### config.mk
export PLATFORM = sky130hd
export DESIGN_NAME = base64_char_decoder_top
export DESIGN_NICKNAME = d
export VERILOG_FILES = /design/src/hdl/b64d_pkg.sv /design/src/hdl/base64_char_decoder_top.sv
export SDC_FILE = /design/constraint.sdc
export NUM_CORES = 1
export LEC_CHECK = 0
export BUFFER_PORTS_ARGS = -buffer_cell sky130_fd_sc_hd__buf_2
export CORE_UTILIZATION = 58
export CTS_CLUSTER_DIAMETER = 30
export DETAILED_ROUTE_END_ITERATION = 12
export PLACE_DENSITY = 0.79
export SYNTH_ARGS = -nofsm -noshare
export SYNTH_HDL_FRONTEND = slang
export SYNTH_SLANG_ARGS = --single-unit
### constraint.sdc
create_clock -name clock -period 3.9 [get_ports clock]
set_clock_uncertainty 0.15 [all_clocks]
set_input_delay 0.195 -clock clock [delete_from_list [all_inputs] [get_ports clock]]
set_output_delay 0.195 -clock clock [all_outputs]
set_load 0.03 [all_outputs]
### src/hdl/b64d_pkg.sv
// Types, character constants and the alphabet lookup of the base64 decoder.
// No dependencies; imported by the decoder top level, its checker and the testbench.
`timescale 1ns / 1ps

package b64d_pkg;

   // one encoded character
   typedef struct packed {
      logic [7:0] char_code;
      logic       last_char;
   } req_type;

   // one decoded result
   typedef struct packed {
      logic [7:0] data_byte;
      logic       byte_valid;
      logic       end_of_string;
      logic       bad_input;
   } rsp_type;

   // lookup result: known flag and sextet value
   typedef struct packed {
      logic       known;
      logic [5:0] value;
   } sextet_type;

   localparam logic [7:0] PAD_CHAR   = 8'h3D;
   localparam logic [7:0] CHAR_UP_A  = 8'h41;
   localparam logic [7:0] CHAR_UP_Z  = 8'h5A;
   localparam logic [7:0] CHAR_LO_A  = 8'h61;
   localparam logic [7:0] CHAR_LO_Z  = 8'h7A;
   localparam logic [7:0] CHAR_ZERO  = 8'h30;
   localparam logic [7:0] CHAR_NINE  = 8'h39;
   localparam logic [7:0] CHAR_PLUS  = 8'h2B;
   localparam logic [7:0] CHAR_MINUS = 8'h2D;
   localparam logic [7:0] CHAR_SLASH = 8'h2F;
   localparam logic [7:0] CHAR_UNDER = 8'h5F;

   localparam logic [5:0] SEXTET_LO_BASE  = 6'd26;
   localparam logic [5:0] SEXTET_DIG_BASE = 6'd52;
   localparam logic [5:0] SEXTET_62       = 6'd62;
   localparam logic [5:0] SEXTET_63       = 6'd63;

   // place of a character within its group of four
   localparam logic [1:0] PHASE_FIRST  = 2'd0;
   localparam logic [1:0] PHASE_SECOND = 2'd1;
   localparam logic [1:0] PHASE_THIRD  = 2'd2;
   localparam logic [1:0] PHASE_FOURTH = 2'd3;

   // map a character of either alphabet to its sextet
   function automatic sextet_type sextet_of(input logic [7:0] c);
      sextet_type s;
      logic [7:0] d;
      s = '0;
      d = '0;
      if (c >= CHAR_UP_A && c <= CHAR_UP_Z) begin
         d = c - CHAR_UP_A;
         s = '{known: 1'b1, value: d[5:0]};
      end else if (c >= CHAR_LO_A && c <= CHAR_LO_Z) begin
         d = c - CHAR_LO_A;
         s = '{known: 1'b1, value: d[5:0] + SEXTET_LO_BASE};
      end else if (c >= CHAR_ZERO && c <= CHAR_NINE) begin
         d = c - CHAR_ZERO;
         s = '{known: 1'b1, value: d[5:0] + SEXTET_DIG_BASE};
      end else if (c == CHAR_PLUS || c == CHAR_MINUS) begin
         s = '{known: 1'b1, value: SEXTET_62};
      end else if (c == CHAR_SLASH || c == CHAR_UNDER) begin
         s = '{known: 1'b1, value: SEXTET_63};
      end
      return s;
   endfunction

endpackage

### src/hdl/base64_char_decoder_top.sv
// Base64 character decoder top level: input register, decode, result register.
// Depends on b64d_pkg for item types, character codes and the alphabet lookup.
`timescale 1ns / 1ps

// Takes one base64 character per cycle (standard or URL-safe alphabet) and
// returns at most one result per character: a decoded byte, an end-of-string
// marker or an error flag. Throughput is one character every cycle while
// req_stall is low; a character passes the input register and then the result
// register, with the alphabet lookup and the group state update between them.
// The result register lets the next character enter while a result still
// waits; characters that produce no result pass through even while the
// result side stalls.
module base64_char_decoder_top
   import b64d_pkg::*;
(
   input  logic    clock,
   input  logic    reset,
   input  logic    req_valid,
   output logic    req_stall,
   input  req_type req_item,
   output logic    rsp_valid,
   input  logic    rsp_stall,
   output rsp_type rsp_item
);

   // input register
   logic       in_valid_ff;
   req_type    in_item_ff;

   // group state
   logic [1:0] phase_ff,    phase_in;
   logic [5:0] held_ff,     held_in;
   logic       pad_seen_ff, pad_seen_in;
   logic       dropping_ff, dropping_in;

   // result register
   logic       out_valid_ff;
   rsp_type    out_item_ff;

   logic       emit;
   rsp_type    result;
   logic       advance;
   sextet_type sx;
   logic [7:0] dec_byte;
   logic       is_pad;
   logic       last;

   assign last   = in_item_ff.last_char;
   assign sx     = sextet_of(in_item_ff.char_code);
   assign is_pad = (in_item_ff.char_code == PAD_CHAR);

   // assemble the byte completed at this place in the group
   always_comb begin
      case (phase_ff)
         PHASE_SECOND: dec_byte = {held_ff, sx.value[5:4]};
         PHASE_THIRD:  dec_byte = {held_ff[3:0], sx.value[5:2]};
         default:      dec_byte = {held_ff[1:0], sx.value};
      endcase
   end

   // decide result and next group state
   always_comb begin
      phase_in    = phase_ff;
      held_in     = held_ff;
      pad_seen_in = pad_seen_ff;
      dropping_in = dropping_ff;
      emit        = 1'b0;
      result      = '0;
      if (dropping_ff) begin
         // drop up to the last character of the string
         emit                 = last;
         result.end_of_string = 1'b1;
         if (last) begin
            phase_in    = PHASE_FIRST;
            held_in     = '0;
            pad_seen_in = 1'b0;
            dropping_in = 1'b0;
         end
      end else if (phase_ff == PHASE_FOURTH && pad_seen_ff) begin
         // fourth place after a third-place pad: skip unchecked
         emit                 = last;
         result.end_of_string = 1'b1;
         phase_in             = PHASE_FIRST;
         held_in              = '0;
         pad_seen_in          = 1'b0;
      end else if (is_pad && (phase_ff == PHASE_THIRD || phase_ff == PHASE_FOURTH)) begin
         if (phase_ff == PHASE_THIRD && !last) begin
            phase_in    = PHASE_FOURTH;
            pad_seen_in = 1'b1;
         end else begin
            phase_in    = PHASE_FIRST;
            held_in     = '0;
            pad_seen_in = 1'b0;
         end
         emit                 = last;
         result.end_of_string = 1'b1;
         result.bad_input     = (phase_ff != PHASE_FOURTH);
      end else if (!sx.known) begin
         // unknown character: report and drop the rest
         emit                 = 1'b1;
         result.end_of_string = last;
         result.bad_input     = 1'b1;
         phase_in             = PHASE_FIRST;
         held_in              = '0;
         pad_seen_in          = 1'b0;
         dropping_in          = !last;
      end else if (last) begin
         // string ends: valid only on a full group
         emit                 = 1'b1;
         result.end_of_string = 1'b1;
         if (phase_ff == PHASE_FOURTH) begin
            result.data_byte  = dec_byte;
            result.byte_valid = 1'b1;
         end else begin
            result.bad_input  = 1'b1;
         end
         phase_in    = PHASE_FIRST;
         held_in     = '0;
         pad_seen_in = 1'b0;
      end else begin
         // ordinary character: hold sextet and advance place
         emit              = (phase_ff != PHASE_FIRST);
         result.data_byte  = dec_byte;
         result.byte_valid = 1'b1;
         phase_in          = phase_ff + 2'd1;
         if (phase_ff == PHASE_FOURTH) begin
            held_in     = '0;
            pad_seen_in = 1'b0;
         end else begin
            held_in     = sx.value;
         end
      end
   end

   // an item moves on unless its result would overwrite a waiting one
   assign advance   = in_valid_ff && (!emit || !out_valid_ff || !rsp_stall);
   assign req_stall = in_valid_ff && !advance;

   // input register
   always_ff @(posedge clock) begin
      if (reset) begin
         in_valid_ff <= 1'b0;
      end else if (!req_stall) begin
         in_valid_ff <= req_valid;
      end
      if (!req_stall && req_valid) begin
         in_item_ff <= req_item;
      end
   end

   // group state advances with each decoded item
   always_ff @(posedge clock) begin
      if (reset) begin
         phase_ff    <= PHASE_FIRST;
         held_ff     <= '0;
         pad_seen_ff <= 1'b0;
         dropping_ff <= 1'b0;
      end else if (advance) begin
         phase_ff    <= phase_in;
         held_ff     <= held_in;
         pad_seen_ff <= pad_seen_in;
         dropping_ff <= dropping_in;
      end
   end

   // result register
   always_ff @(posedge clock) begin
      if (reset) begin
         out_valid_ff <= 1'b0;
      end else if (advance && emit) begin
         out_valid_ff <= 1'b1;
      end else if (!rsp_stall) begin
         out_valid_ff <= 1'b0;
      end
      if (advance && emit) begin
         out_item_ff <= result;
      end
   end

   assign rsp_valid = out_valid_ff;
   assign rsp_item  = out_item_ff;

endmodule

== Word-level counts from Yosys, hierarchy flattened ==
Cells that the tools add are included.

* Output and inout bits: 13
* Register bits after elaboration: 32
* Bits of input ports: 13
* Word-level logic and storage cells: 113

* Add/sub/neg operators: 6
* Reduce and logical (&&, ||, !) cells: 28
* Equality and inequality tests: 13
* Bitwise operators: 1
* $lt $le $gt $ge: 6
* Mux-type cells: 47

{| class="wikitable"
|+ Operators with widths
! cell !! count
|-
| 2-to-1 mux 6 bit || 8
|-
| 2-to-1 mux 7 bit || 5
|-
| equality test 8 x 6 -> 1 bit, second input constant || 4
|-
| 2-to-1 mux 1 bit || 22
|-
| 2-to-1 mux 2 bit || 9
|-
| 2-to-1 mux 9 bit || 2
|-
| >= comparator 8 x 7 -> 1 bit, second input constant || 2
|-
| less-or-equal comparator 8 x 7 -> 1 bit, second input constant || 2
|-
| case mux 8 bit (2 select lines) || 1
|-
| subtractor 6 bit, second input constant || 2
|-
| logical AND 1 bit || 10
|-
| equality test 8 x 7 -> 1 bit, second input constant || 1
|-
| >= comparator 8 x 6 -> 1 bit, second input constant || 1
|-
| less-or-equal comparator 8 x 6 -> 1 bit, second input constant || 1
|-
| adder 6 x 5 -> 6 bit, second input constant || 1
|-
| adder 6 bit, second input constant || 1
|-
| zero test 1 bit || 6
|-
| AND reduction 3 bit || 2
|-
| subtractor 6 x 1 -> 6 bit, second input constant || 1
|-
| logical OR 1 bit || 5
|-
| inequality test 5 x 2 -> 1 bit, second input constant || 1
|-
| equality test 2 bit, second input constant || 2
|-
| inequality test 2 bit, second input constant || 2
|-
| inequality test 4 bit, second input constant || 1
|-
| 9 further kinds || 9
|}

== Longest topological paths before layout ==
* Word-level depth: 19
* Gate-level depth with buffers: 10

== Worst setup path after synthesis ==
Ideal clock, no wire load.

* Kind: register to register
* Start point: register in_item_ff[3] (netlist bit)
* End point: register in_item_ff[1] (netlist bit), enable pin
* Path slack: 331 ps
* Library setup time: 347 ps
* Data required time: 3403 ps
* Stages on the path, launching flop included: 11
* Arrival: 3072 ps
* Clock period less this slack: 3569 ps
* Cells stage by stage: edfxtp_1 -> inv_1 -> ha_1 -> a21oi_1 -> nor3b_1 -> nor4_4 -> buf_6 -> o31ai_1 -> a21oi_1 -> nor3b_1 -> nor2b_1

* Longest elaborated chain between the ends: 19
* Elaborated cells on any way between the ends: 34
* Those cells by class: 6 x order compare; 5 x eq/ne; 9 x mux; 14 x reduce/logical

{| class="wikitable"
|+ RTL lines
! element !! line !! RTL
|-
| from (decl) || base64_char_decoder_top.sv:28 || <nowiki>req_type in_item_ff;</nowiki>
|-
| from (signal assigned) || base64_char_decoder_top.sv:147 || <nowiki>in_item_ff <= req_item;</nowiki>
|-
| branches (longest 8 deep; another with >= comparator 8 x 6 -> 1 bit) || -- ||
|-
| 2-to-1 mux 1 bit (*) || base64_char_decoder_top.sv:86 || <nowiki>end else if (is_pad && (phase_ff == PHASE_THIRD || phase_ff == PHASE_FOURTH)) begin</nowiki>
|-
| 2-to-1 mux 1 bit (*) || base64_char_decoder_top.sv:79 || <nowiki>end else if (phase_ff == PHASE_FOURTH && pad_seen_ff) begin</nowiki>
|-
| 2-to-1 mux 1 bit (*) || base64_char_decoder_top.sv:69 || <nowiki>if (dropping_ff) begin</nowiki>
|-
| zero test 1 bit (*) || base64_char_decoder_top.sv:136 || <nowiki>assign advance = in_valid_ff && (!emit || !out_valid_ff || !rsp_stall);</nowiki>
|-
| logical OR 1 bit (*) (2 in series) || base64_char_decoder_top.sv:136 ||
|-
| logical AND 1 bit (*) || base64_char_decoder_top.sv:136 ||
|-
| zero test 1 bit (*) || base64_char_decoder_top.sv:137 || <nowiki>assign req_stall = in_valid_ff && !advance;</nowiki>
|-
| logical AND 1 bit (*) || base64_char_decoder_top.sv:137 ||
|-
| net req_stall || base64_char_decoder_top.sv:19 || <nowiki>output logic req_stall,</nowiki>
|-
| zero test 1 bit (*) || base64_char_decoder_top.sv:146 || <nowiki>if (!req_stall && req_valid) begin</nowiki>
|-
| logical AND 1 bit (*) || base64_char_decoder_top.sv:146 ||
|}

Mark *: on every way through the listed nets, which the timed path passes.
A chain may end at the register's enable or synchronous reset.

== Worst setup path after layout ==
* Start point: register in_item_ff[2] (netlist bit)
* End point: register out_item_ff, in the netlist rsp_item[3] (data pin)

* Longest elaborated chain between the ends: 10
* Elaborated cells on any way between the ends: 32
* Those cells by class: 5 x add/sub; 6 x order compare; 5 x eq/ne; 8 x mux; 1 x bitwise; 7 x reduce/logical

{| class="wikitable"
|+ RTL lines
! element !! line !! RTL
|-
| branches (longest 10 deep; another with subtractor 6 bit) || -- ||
|-
| to (signal assigned) || base64_char_decoder_top.sv:176 || <nowiki>out_item_ff <= result;</nowiki>
|-
| to (decl) || base64_char_decoder_top.sv:38 || <nowiki>rsp_type out_item_ff;</nowiki>
|}

Parallel ways; which one is timed is not known.

==> flow_summary.ini <==
[synth]
ys.flop_type = edfxtp_1
synth_compound_area_frac = 0.271
synth_top_area_cell = edfxtp_1
synthAdderAreaFrac = 0.0748
yosys.area_share.simple = 0.197
async_flop_share = 0
yosysWarnings = 0
synth_top_family_by_area = compound AO/OA/AOI/OAI gates
syn_avg_cell_area_um2 = 10.1
ys_ff_latch = 32
synth_xor_area_frac = 0.0121
synth_area_leaders = edfxtp_1 28%, dfxtp_1 11%, ha_1 7.5%
ys_types = 66
netlist_area_mm2 = 0.00217
seq_area_frac_synth = 0.387
netlist_instances = 215
synth_nets = 241
synthMuxAreaShare = 0.00461
synth_top_area_frac = 0.276
synth_edf_count = 20

[cells_and_area]
finish.utilization = 0.717
drive_gt1_frac = 0.239
regArea_um2 = 841
antenna_cells = 0
fillers = 275
syn_to_final_growth_pct = 14.5
final_nets = 276
multiInputGateArea_mm2 = 0.00121
final_cell_count_no_fill = 297

[sta]
finalSetupViolCount = 0
finalWorstSetupSlack_ps = 384
grt_setup_unrepaired = no
tightestPinTransition_ps = 933
setup_tns_ps = 0
finalCritPeriodShare = 0.902
max_freq_mhz = 284
hold_viol_final = 0
drv_slew = 0
final.min_clock_period_ps = 3520
relSlewSlack = 0.376

[die]
start_util = 0.627
ios = 26
rows = 21
die_area_mm2 = 0.00400
die_h_um = 63.2
die_x_um = 63.2
coreArea_mm2 = 0.00347

[grt]
first_global_vias = 1730
grt_usage = 0.267
grt_pass1_wl_mm = 8.22
gr-usage-met3 = 0.0616
grt_max_degree = 16
antenna_found_initial = 0
grt_use_met2 = 0.413
use_met1 = 0.361
grt_busiest_layer = met2
grt_remaining_overflow = 0

[critical_path]
crit_path_start_kind = flop
r2r_cells = 9
crit_slowest_cell = nor4_4
endpoint_kind = flop
reg2reg_from = in_item_ff[2]
crit_type = reg2reg
cp.required_ps = 3910
crit_fanout = 15
crit_arrival_ps = 3530
crit_chain = inv_1 > ha_1 > and2b_2 > o211a_1 > nor4_4 > nor2_1 > a221o_1 > a211oi_1 > a211o_1
max_stage_delay_ps = 730
rr_endpoint = rsp_item[3]
r2r_slack_ps = 380
path_delay_family = compound AO/OA/AOI/OAI gates
critPathBufInv = 1

[power]
vdd_drop_max_mv = 0.243
p_total_uw = 788
p_leak_uw = 0.00104
p_per_area_mw_per_mm2 = 317

[cts]
clock_latency_ps = 280
postCtsSetupRepairBufs = 0
root_buffer = clkbuf_8
clkTransAtPathRegs_ps = 70
cts_tree = built
clock_sinks = 32
cts_made_buffers = 5
htree_levels = 2
clock_path_buffers = 2

[hold_path]
worstHoldPathType = in2reg
hp-start = req_valid
min_path_cells = 2
min_to = in_valid_ff

[placement]
routabilityCongestion = 0.981
dpl_worst_slack_ps = 427
placed_cells_incl_taps = 280
hpwl_mm = 3.41
io_buffers = 25

[routing]
drc = 0
dr.pass1.iters = 5
drt_iter0_drc = 147
postRouteAntennaNets = 0
finalWirelength_mm = 4.85
routedWlPerCell_um = 16.3
viasPerCell = 6.30
num_vias = 1870

[outcome]
outcome = complete, no violations

[flow_run]
maxCapViolCount = 0
==> timing repair <==
item | CTS | global route
hold buffers | 9 | 0
gates resized for setup | 0 | 0
hold endpoints to repair | 9 | 0
==> stage by stage <==
| stage | instance area (um2) | hold slack, ps |
|---|---|---|
| 2_1_floorplan | 2170 | 144 |
| 3_5_place_dp | 2310 | 223 |
| 3_3_place_gp | 2310 | 222 |
| 4_1_cts | 2490 | 16.8 |
| 5_1_grt | 2490 | 17.4 |
| 6_report | 2490 | 24.0 |
==> kinds of logic (layout without fill, tap and decap cells) <==
group	count (synthesis)	count (layout)
xor+xnor	3	3
simple gates	71	71
compound gates	73	73
mux	1	1
buf+inv	22	58
flops	32	32
fa+ha+maj	13	13
==> layout by cell type (no fill, tap or decap), types with 2 or more instances in the layout <==
master	count
buf_2	25
nor2_1	14
o31ai_1	2
a221o_1	3
or3_1	4
edfxtp_1	20
nor2b_1	3
nand4_1	2
o21ai_0	7
nor3_1	7
a22o_2	6
o211ai_1	2
dfxtp_1	12
inv_1	10
o2bb2ai_1	2
nor3b_1	4
and2b_2	2
nand2b_1	4
a221oi_1	7
nand2_1	14
a21oi_1	17
xnor2_1	2
ha_1	13
dlygate4sd3_1	9
inv_2	2
clkinv_2	2
and3_1	2
a22oi_1	2
nand3_1	4
o211a_1	4
a21o_1	3
clkbuf_8	5
buf_4	3
==> cells in the mapped netlist (3+ instances only) <==
library cell,instances
a22o_2,6
nand2_1,14
o21ai_0,7
edfxtp_1,20
or3_1,4
a221o_1,3
nor3b_1,4
inv_1,10
dfxtp_1,12
a21oi_1,17
buf_6,3
o211a_1,4
ha_1,13
nand2b_1,4
nor2b_1,3
a221oi_1,7
nor3_1,7
nor2_1,14
a21o_1,3
nand3_1,4
==> worst reg2reg max path, cell delays in order (launching register included) <==
cell and delay, ps:
edfxtp_1 500, inv_1 150, ha_1 220, and2b_2 230, o211a_1 280, nor4_4 730
nor2_1 80, a221o_1 340, a211oi_1 510, a211o_1 210
==> how the worst max path moves through the flow <==
stage	endpoint	from	depth (start not counted)	slack, ps
global placement	rsp_item[3]	in_item_ff[2]	9	430
floorplan	in_item_ff[1]	in_item_ff[3]	10	330
global route	rsp_item[3]	in_item_ff[2]	9	220
CTS	rsp_item[3]	in_item_ff[2]	9	410
detailed placement	rsp_item[3]	in_item_ff[2]	9	430
finish	rsp_item[3]	in_item_ff[2]	9	380
==> layout make-up <==
class | count | share of cell area
Tap cell | 46 | 0.0231
Multi-Input combinational cell | 161 | 0.488
Sequential cell | 32 | 0.338
Clock buffer | 5 | 0.0277
Inverter | 13 | 0.0196
Clock inverter | 3 | 0.00755
Timing Repair Buffer | 37 | 0.0956
==> registers in the layout, summed over array words and instances, names as in the netlist <==
register,flops
held_ff,6
last,1
dropping_ff,1
phase_ff,2
in_item_ff,8
pad_seen_ff,1
rsp_item,11
rsp_valid,1
in_valid_ff,1
==> layer usage <==
layer | vias to the layer above | share of wire
met5 | - | 0
met4 | 0 | 0.013
met3 | 5 | 0.079
met2 | 100 | 0.47
met1 | 871 | 0.44
li1 | 894 | -
==> power by group <==
group | leakage (uW) | switching, uW | internal, uW
registers | 0.000286 | 14.6 | 376
clock network | 0.0000479 | 128 | 124
logic | 0.000708 | 88.5 | 56.6
Power figures use the tool's default switching activity.
